--- config.mk ---
export PLATFORM = sky130hd
export DESIGN_NAME = sectioned_text_tokenizer_unit
export DESIGN_NICKNAME = d
export VERILOG_FILES = /design/src/stt_pkg.sv /design/src/stt_parse.sv /design/src/stt_queue.sv /design/src/sectioned_text_tokenizer_unit.sv
export SDC_FILE = /design/constraint.sdc
export NUM_CORES = 1
export LEC_CHECK = 0
export ABC_CLOCK_PERIOD_IN_PS = 5800
export BUFFER_PORTS_ARGS = -buffer_cell sky130_fd_sc_hd__buf_2
export CAP_MARGIN = 30
export CORE_MARGIN = 2
export CORE_UTILIZATION = 25
export CTS_CLUSTER_SIZE = 20
export DETAILED_ROUTE_END_ITERATION = 12
export HOLD_SLACK_MARGIN = 0.02
export PLACE_DENSITY = 0.48
export SKIP_CTS_REPAIR_TIMING = 1
export SYNTH_ARGS = -nofsm -noshare
export SYNTH_HDL_FRONTEND = slang
export SYNTH_HIERARCHICAL = 1
export SYNTH_SLANG_ARGS = --single-unit
--- constraint.sdc ---
create_clock -name clk -period 5.8 [get_ports clk]
set_clock_uncertainty 0.2 [all_clocks]
set_input_delay 1.16 -clock clk [delete_from_list [all_inputs] [get_ports clk]]
set_output_delay 1.16 -clock clk [all_outputs]
set_load 0.01 [all_outputs]
--- src/stt_pkg.sv ---
`timescale 1ns / 1ps

package stt_pkg;

	typedef enum logic [2:0] {
		ST_BEGIN      = 3'd0,
		ST_COMMENT    = 3'd1,
		ST_SECTION    = 3'd2,
		ST_FIELD      = 3'd3,
		ST_VALUE      = 3'd4,
		ST_VALUE_ESC  = 3'd5,
		ST_VALUE_JOIN = 3'd6,
		ST_SIGNATURE  = 3'd7
	} parse_state_t;

	typedef logic [3:0] event_t;

	localparam event_t EV_SECTION_BYTE = 4'd0;
	localparam event_t EV_FIELD_BYTE   = 4'd1;
	localparam event_t EV_VALUE_BYTE   = 4'd2;
	localparam event_t EV_SECTION_DONE = 4'd3;
	localparam event_t EV_FIELD_DONE   = 4'd4;
	localparam event_t EV_VALUE_DONE   = 4'd5;
	localparam event_t EV_END_SECTION  = 4'd6;
	localparam event_t EV_SIG_OK       = 4'd7;
	localparam event_t EV_SIG_BAD      = 4'd8;
	localparam event_t EV_ABORTED      = 4'd9;

	localparam logic [3:0] SIG_LAST_IDX = 4'd10;

	localparam logic [7:0] CH_NUL   = 8'h00;
	localparam logic [7:0] CH_TAB   = 8'h09;
	localparam logic [7:0] CH_LF    = 8'h0A;
	localparam logic [7:0] CH_CR    = 8'h0D;
	localparam logic [7:0] CH_SPACE = 8'h20;
	localparam logic [7:0] CH_SEMI  = 8'h3B;
	localparam logic [7:0] CH_EQ    = 8'h3D;
	localparam logic [7:0] CH_AT    = 8'h40;
	localparam logic [7:0] CH_BSL   = 8'h5C;
	localparam logic [7:0] CH_LBR   = 8'h7B;
	localparam logic [7:0] CH_RBR   = 8'h7D;

	localparam int QUEUE_DEPTH = 4;
	localparam int QPTR_W      = $clog2(QUEUE_DEPTH);
	localparam int QCNT_W      = $clog2(QUEUE_DEPTH + 1);

	typedef struct packed {
		event_t     ev;
		logic [7:0] data;
		logic       last;
	} result_t;

	// Up to two results per input byte, first in r0.
	typedef struct packed {
		logic [1:0] num;
		result_t    r0;
		result_t    r1;
	} result_pair_t;

	typedef struct packed {
		logic              room;
		logic [QCNT_W-1:0] count;
	} queue_status_t;

	function automatic logic [7:0] sig_char(input logic [3:0] idx);
		logic [7:0] ch;
		case (idx)
			4'd0:    ch = 8'h64; // d
			4'd1:    ch = 8'h62; // b
			4'd2:    ch = 8'h77; // w
			4'd3:    ch = 8'h33; // 3
			4'd4:    ch = 8'h3A; // :
			4'd5:    ch = 8'h66; // f
			4'd6:    ch = 8'h69; // i
			4'd7:    ch = 8'h6C; // l
			4'd8:    ch = 8'h65; // e
			4'd9:    ch = CH_CR;
			default: ch = CH_LF;
		endcase
		return ch;
	endfunction

endpackage

--- src/stt_parse.sv ---
`timescale 1ns / 1ps

module stt_parse import stt_pkg::*; (
	input  logic         clk,
	input  logic         arst_n,
	input  logic         adv,
	input  logic [7:0]   cur_byte,
	output result_pair_t res
);

	parse_state_t st_q, st_d;
	logic [3:0]   cnt_q, cnt_d;
	logic         match_q, match_d;

	logic       is_eol, is_blank, abort, sig_hit;
	logic [3:0] idx;

	assign is_eol   = (cur_byte == CH_CR) || (cur_byte == CH_LF);
	assign is_blank = (cur_byte == CH_SPACE) || (cur_byte == CH_TAB);
	// Bytes after the first one of a signature are plain data, zero included.
	assign abort    = (cur_byte == CH_NUL) && !((st_q == ST_SIGNATURE) && (cnt_q != 4'd0));
	assign idx      = (cnt_q > SIG_LAST_IDX) ? SIG_LAST_IDX : cnt_q;
	assign sig_hit  = (cur_byte == sig_char(idx));

	always_comb begin
		st_d    = st_q;
		cnt_d   = cnt_q;
		match_d = match_q;
		if (abort) begin
			st_d = ST_BEGIN;
		end else begin
			case (st_q)
				ST_BEGIN: begin
					if (is_blank || is_eol) begin
						st_d = ST_BEGIN;
					end else if (cur_byte == CH_SEMI) begin
						st_d = ST_COMMENT;
					end else if (cur_byte == CH_BSL) begin
						st_d = ST_SECTION;
					end else if (cur_byte == CH_EQ) begin
						st_d = ST_VALUE;
					end else if (cur_byte == CH_AT) begin
						st_d    = ST_SIGNATURE;
						cnt_d   = 4'd0;
						match_d = 1'b1;
					end else if (cur_byte != CH_RBR) begin
						st_d = ST_FIELD;
					end
				end
				ST_COMMENT: begin
					if (is_eol) st_d = ST_BEGIN;
				end
				ST_SECTION: begin
					if (cur_byte == CH_LBR || is_blank || is_eol) st_d = ST_BEGIN;
				end
				ST_FIELD: begin
					if (cur_byte == CH_EQ || is_blank) st_d = ST_BEGIN;
				end
				ST_VALUE: begin
					if (cur_byte == CH_BSL) st_d = ST_VALUE_ESC;
					else if (is_eol) st_d = ST_BEGIN;
				end
				ST_VALUE_ESC: begin
					st_d = is_eol ? ST_VALUE_JOIN : ST_VALUE;
				end
				ST_VALUE_JOIN: begin
					if (!is_eol) st_d = ST_VALUE;
				end
				ST_SIGNATURE: begin
					if (idx == SIG_LAST_IDX) begin
						st_d    = ST_BEGIN;
						cnt_d   = 4'd0;
						match_d = 1'b1;
					end else begin
						cnt_d   = idx + 4'd1;
						match_d = match_q && sig_hit;
					end
				end
				default: st_d = ST_BEGIN;
			endcase
		end
	end

	always_comb begin
		res = '0;
		if (abort) begin
			res.num   = 2'd1;
			res.r0.ev = EV_ABORTED;
		end else begin
			case (st_q)
				ST_BEGIN: begin
					if (is_blank || is_eol || cur_byte == CH_SEMI || cur_byte == CH_BSL
					    || cur_byte == CH_EQ || cur_byte == CH_AT) begin
						res.num = 2'd0;
					end else if (cur_byte == CH_RBR) begin
						res.num   = 2'd1;
						res.r0.ev = EV_END_SECTION;
					end else begin
						res.num     = 2'd1;
						res.r0.ev   = EV_FIELD_BYTE;
						res.r0.data = cur_byte;
					end
				end
				ST_COMMENT: res.num = 2'd0;
				ST_SECTION: begin
					res.num = 2'd1;
					if (cur_byte == CH_LBR || is_blank || is_eol) begin
						res.r0.ev = EV_SECTION_DONE;
					end else begin
						res.r0.ev   = EV_SECTION_BYTE;
						res.r0.data = cur_byte;
					end
				end
				ST_FIELD: begin
					res.num = 2'd1;
					if (cur_byte == CH_EQ || is_blank) begin
						res.r0.ev = EV_FIELD_DONE;
					end else begin
						res.r0.ev   = EV_FIELD_BYTE;
						res.r0.data = cur_byte;
					end
				end
				ST_VALUE: begin
					if (cur_byte == CH_BSL) begin
						res.num = 2'd0;
					end else if (is_eol) begin
						res.num   = 2'd1;
						res.r0.ev = EV_VALUE_DONE;
					end else begin
						res.num     = 2'd1;
						res.r0.ev   = EV_VALUE_BYTE;
						res.r0.data = cur_byte;
					end
				end
				ST_VALUE_ESC: begin
					if (!is_eol) begin
						res.num     = 2'd2;
						res.r0.ev   = EV_VALUE_BYTE;
						res.r0.data = CH_BSL;
						res.r1.ev   = EV_VALUE_BYTE;
						res.r1.data = cur_byte;
					end
				end
				ST_VALUE_JOIN: begin
					if (!is_eol) begin
						res.num     = 2'd1;
						res.r0.ev   = EV_VALUE_BYTE;
						res.r0.data = cur_byte;
					end
				end
				ST_SIGNATURE: begin
					if (idx == SIG_LAST_IDX) begin
						res.num   = 2'd1;
						res.r0.ev = (match_q && sig_hit) ? EV_SIG_OK : EV_SIG_BAD;
					end
				end
				default: res.num = 2'd0;
			endcase
		end
		res.r0.last = (res.num == 2'd1);
		res.r1.last = (res.num == 2'd2);
	end

	always_ff @(posedge clk or negedge arst_n) begin
		if (!arst_n) begin
			st_q    <= ST_BEGIN;
			cnt_q   <= 4'd0;
			match_q <= 1'b1;
		end else if (adv) begin
			st_q    <= st_d;
			cnt_q   <= cnt_d;
			match_q <= match_d;
		end
	end

endmodule

--- src/stt_queue.sv ---
`timescale 1ns / 1ps

module stt_queue import stt_pkg::*; (
	input  logic          clk,
	input  logic          arst_n,
	input  logic          push,
	input  result_pair_t  wr,
	input  logic          pop,
	output logic          not_empty,
	output result_t       head,
	output queue_status_t status
);

	result_t           mem_q [QUEUE_DEPTH];
	logic [QPTR_W-1:0] wr_ptr_q, rd_ptr_q, wr_ptr1;
	logic [QCNT_W-1:0] cnt_q, n_push;
	logic              do_pop;

	assign not_empty = (cnt_q != '0);
	assign head      = mem_q[rd_ptr_q];
	assign do_pop    = pop && not_empty;
	assign n_push    = push ? QCNT_W'(wr.num) : '0;
	assign wr_ptr1   = wr_ptr_q + QPTR_W'(1);

	// Room for a worst-case byte, judged on the registered count only.
	assign status.room  = (cnt_q <= QCNT_W'(QUEUE_DEPTH - 2));
	assign status.count = cnt_q;

	always_ff @(posedge clk) begin
		if (push && wr.num != 2'd0) mem_q[wr_ptr_q] <= wr.r0;
		if (push && wr.num == 2'd2) mem_q[wr_ptr1] <= wr.r1;
	end

	always_ff @(posedge clk or negedge arst_n) begin
		if (!arst_n) begin
			wr_ptr_q <= '0;
			rd_ptr_q <= '0;
			cnt_q    <= '0;
		end else begin
			wr_ptr_q <= wr_ptr_q + QPTR_W'(n_push);
			if (do_pop) rd_ptr_q <= rd_ptr_q + QPTR_W'(1);
			cnt_q <= cnt_q + n_push - QCNT_W'(do_pop);
		end
	end

endmodule

--- src/sectioned_text_tokenizer_unit.sv ---
`timescale 1ns / 1ps
// A byte is registered on acceptance and its results enter the four-entry output queue
// once that queue has room for a worst-case byte; the first result is offered at its head.
// Throughput: one byte per cycle while the queue has room; the output side moves one
// result per cycle while out_stall is low, and an escaped value byte gives two results.
// Reset: arst_n clears the parser to the begin state and empties the queue.
module sectioned_text_tokenizer_unit import stt_pkg::*; (
	input  logic       clk,
	input  logic       arst_n,
	input  logic       in_valid,
	output logic       in_stall,
	input  logic [7:0] in_byte,
	output logic       out_valid,
	input  logic       out_stall,
	output logic [3:0] event_res,
	output logic [7:0] out_byte,
	output logic       last
);

	logic          valid_s1, adv;
	logic [7:0]    byte_s1;
	result_pair_t  res;
	result_t       head;
	queue_status_t qstat;

	assign adv      = valid_s1 && qstat.room;
	assign in_stall = valid_s1 && !qstat.room;

	always_ff @(posedge clk or negedge arst_n) begin
		if (!arst_n) begin
			valid_s1 <= 1'b0;
		end else if (!in_stall) begin
			valid_s1 <= in_valid;
		end
	end

	always_ff @(posedge clk) begin
		if (!in_stall && in_valid) byte_s1 <= in_byte;
	end

	stt_parse u_parse (
		.clk      (clk),
		.arst_n   (arst_n),
		.adv      (adv),
		.cur_byte (byte_s1),
		.res      (res)
	);

	stt_queue u_queue (
		.clk       (clk),
		.arst_n    (arst_n),
		.push      (adv),
		.wr        (res),
		.pop       (!out_stall),
		.not_empty (out_valid),
		.head      (head),
		.status    (qstat)
	);

	assign event_res = head.ev;
	assign out_byte  = head.data;
	assign last      = head.last;

`ifndef ASSERT_OFF
	a_queue_bound: assert property (@(posedge clk) disable iff (!arst_n)
		qstat.count <= QCNT_W'(QUEUE_DEPTH))
		else $error("result queue overflow");

	a_stall_needs_item: assert property (@(posedge clk) disable iff (!arst_n)
		in_stall |-> (valid_s1 && !qstat.room))
		else $error("input stalled with no held byte");

	a_held_result_stays: assert property (@(posedge clk) disable iff (!arst_n)
		(out_valid && out_stall) |=> out_valid)
		else $error("pending result dropped while stalled");
`endif

endmodule
==> results.py <==
metrics = {
    "power": {
        "powerDensity_nw_per_um2": 428,
        "leakage_nw": 2.05,
        "vdd_drop_max_mv": 0.126,
    },
    "sta": {
        "period_minus_slack_ps": 4080,
        "tightestPinTransition_ps": 899,
        "setup_violations": 0,
        "finalHoldViolCount": 0,
        "fmax_mhz": 245,
        "slew_violations": 0,
        "finalCritPeriodShare": 0.704,
        "setup_tns_ps": 0,
        "relSlewSlack": 0.401,
        "rsz0062_at_grt": "false",
    },
    "yosys": {
        "avgSynthCellArea_sq_um": 11.9,
        "synthAdderAreaFrac": 0.0142,
        "synth_top_cell_area_share": 0.365,
        "synth_top_family_by_area": "multiplexers",
        "synthMuxAreaShare": 0.192,
        "synth_ff_type": "edfxtp_1",
        "synth_compound_area_frac": 0.115,
        "synth_warnings": 6,
        "synthSimpleGateAreaFrac": 0.173,
        "syn_area_sq_um": 4940,
        "synth_edf_count": 60,
        "synth_top_area_cell": "edfxtp_1",
        "yosys-top-cells-area": "edfxtp_1 (36%), mux2_2 (10%), dfrtp_1 (7.6%), mux4_2 (5.9%), mux2_4 (3.0%)",
        "async_flop_share": 0.211,
        "synthCells": 415,
        "synth-seq-cells": 76,
        "synth-xor-area-share": 0.0124,
        "ys_types": 78,
        "ys_seq_area_frac": 0.446,
    },
    "global_routing": {
        "grt_pass1_vias": 3402,
        "antenna_found_initial": 0,
        "grt_max_degree": 21,
        "overflow": 0,
        "grt_pass1_wl_mm": 19.4,
        "grt_use_total": 0.125,
    },
    "final_layout": {
        "synthToLayoutAreaGrowth_pct": 12.2,
        "post-route-util": 0.286,
        "diodes": 0,
        "drive_above_1_share": 0.317,
        "nets": 447,
    },
    "die": {
        "die_y_um": 145,
        "start_util": 0.255,
        "die_width_um": 145,
        "core-area_sq_um": 19400,
        "io_pins": 27,
        "placementRows": 51,
        "die_area_sq_um": 20900,
    },
    "routing": {
        "first_iter_violations": 146,
        "wl_mm": 12.1,
        "wire_per_inst_um": 17.3,
        "via_per_inst": 4.81,
        "ant_nets": 0,
        "drc": 0,
        "firstDrtPassIters": 4,
        "num_vias": 3368,
    },
    "setup_path": {
        "cp-end-kind": "flop",
        "slowest_stage": "or3b_1",
        "r2r_cells": 8,
        "critPathLaunchType": "flop",
        "worst-path-buf-inv": 0,
        "slowest_delay_ps": 760,
        "r2r_start": "byte_s1[1]$_DFFE_PP_",
        "crit_family": "simple AND/OR/NAND/NOR gates",
        "reg2reg_slack_ps": 1720,
        "crit_path_start": "byte_s1[1]$_DFFE_PP_",
        "criticalPathCategory": "flop to flop",
        "cp-endpoint": "u_queue/mem_q[3][4]$_DFFE_PP_",
        "cp_max_fo": 14,
        "r2r-end": "u_queue/mem_q[3][4]$_DFFE_PP_",
        "cp.depth": 8,
        "crit_arrival_ps": 3970,
        "path_cells": "or3_1 > o41ai_2 > nor2_1 > a21oi_1 > o21ai_0 > nand3b_4 > or3b_1 > mux2_4",
        "critPathRequiredTime_ps": 5690,
    },
    "hold_path": {
        "worstHoldStart": "u_queue/cnt_q[2]$_DFF_PN0_",
        "hold_class": "flop to flop",
    },
    "cts": {
        "clk_path_buf_depth": 2,
        "clkLatencyLatePin_ps": 340,
        "numClockSinks": 76,
        "numCtsBuffers": 9,
        "cts-root-buf": "clkbuf_16",
        "cts_tree": "built",
        "htreeDepth": 3,
        "clkSlewWorstSetupHoldPaths_ps": 60,
    },
    "placed_design": {
        "numPortBuffers": 26,
        "dp_hpwl_mm": 8.49,
        "gp_congestion": 0.824,
    },
    "job": {
        "drv_cap": 0,
    },
    "run_status": {
        "outcome": "complete, no violations",
    },
}
report_power, final:
part | internal, W | switching [W]
sequential | 0.000771 | 0.000163
clock | 0.000286 | 0.000229
combinational | 0.000469 | 0.000453
total | 0.00153 | 0.000845
cells in the mapped netlist (8+ instances only):
cell type,number
mux2_2,44
mux2_4,10
dfrtp_1,15
nor2_1,21
buf_2,12
mux4_2,13
or3_1,9
and3_1,8
a21oi_1,16
nor3_1,11
inv_1,13
o21ai_0,19
nand2_1,28
edfxtp_1,60
buf_4,8
cells in the final DEF, fill, tap and decap left out, types with 3 or more instances in the layout:
cell        n
a2111oi_0   3
a211o_1     3
a21oi_1    16
a31oi_1     4
and2_1      7
and3_1      8
and3b_1     3
buf_2      26
buf_4       3
clkbuf_16   9
conb_1      3
dfrtp_1    15
edfxtp_1   60
ha_1        4
inv_1      13
mux2_2     44
mux2_4     10
mux4_2     13
nand2_1    28
nand2b_1    7
nand3_1     3
nor2_1     21
nor2b_1     5
nor3_1     10
nor3b_1     5
nor4b_1     3
o211ai_2    3
o21ai_0    19
o22ai_1     4
or2_2       3
or3_1       9
xnor2_1     4
xor2_1      3
how the worst min path moves through the flow:
stage | cells after the start | to | slack [ps]
finish | 1 | u_queue/cnt_q[2]$_DFF_PN0_ | 320
CTS | 1 | u_queue/cnt_q[2]$_DFF_PN0_ | 320
global placement | 1 | u_queue/cnt_q[2]$_DFF_PN0_ | 300
global route | 1 | u_queue/cnt_q[2]$_DFF_PN0_ | 340
detailed placement | 2 | u_parse/match_q$_DFFE_PN1P_ | 310
floorplan | 1 | u_queue/cnt_q[2]$_DFF_PN0_ | 280
flip-flops by register name, indices dropped and copies added, names as in the netlist:
name,flops
u_queue/rd_ptr_q,2
valid_s1,1
u_queue/mem_q,52
u_parse/cnt_q,4
byte_s1,8
u_parse/match_q,1
u_parse/st_q,3
u_queue/wr_ptr_q,2
u_queue/cnt_q,3
logic make-up after synthesis:
kind of cell             count (synthesis)
other                                    1
adder cells (fa/ha/maj)                  5
AO/OA/AOI/OAI                           78
multiplexers                            68
buffers and inverters                   42
AND/OR/NAND/NOR                        138
XOR/XNOR                                 7
flip-flops                              76
layer usage:
metal / vias to the layer above / global-route usage / share of wire
li1: 1627 / - / -
met1: 1666 / 0.157 / 0.45
met2: 67 / 0.213 / 0.50
met3: 8 / 0.0301 / 0.039
met4: 0 / 0.0342 / 0.0094
met5: - / 0 / 0
metrics by stage:
stage	total power, W	instances	hold WS (ps)	setup WS (ps)	area [sq um]
after floorplan	0.00161	417	283	2370	4950
after global placement	0.00185	682	304	1640	5250
after detailed placement	0.00186	683	305	1750	5260
after CTS	0.00239	699	322	1730	5530
after global routing	0.00255	700	345	1480	5550
final	0.00237	700	320	1720	5550
cell type report:
cell class | count | area (sq um)
sequential | 76 | 2200
fill | 2029 | 13900
multi-input combinational | 299 | 2520
timing repair buffer | 31 | 179
clock inverter | 7 | 41.3
tap | 265 | 332
inverter | 13 | 48.8
clock buffer | 9 | 225
worst reg2reg max path: stages (launching register included):
cell	delay [ps]
edfxtp_1	580
or3_1	480
o41ai_2	480
nor2_1	80
a21oi_1	240
o21ai_0	290
nand3b_4	280
or3b_1	760
mux2_4	450
Power figures use the tool's default switching activity.
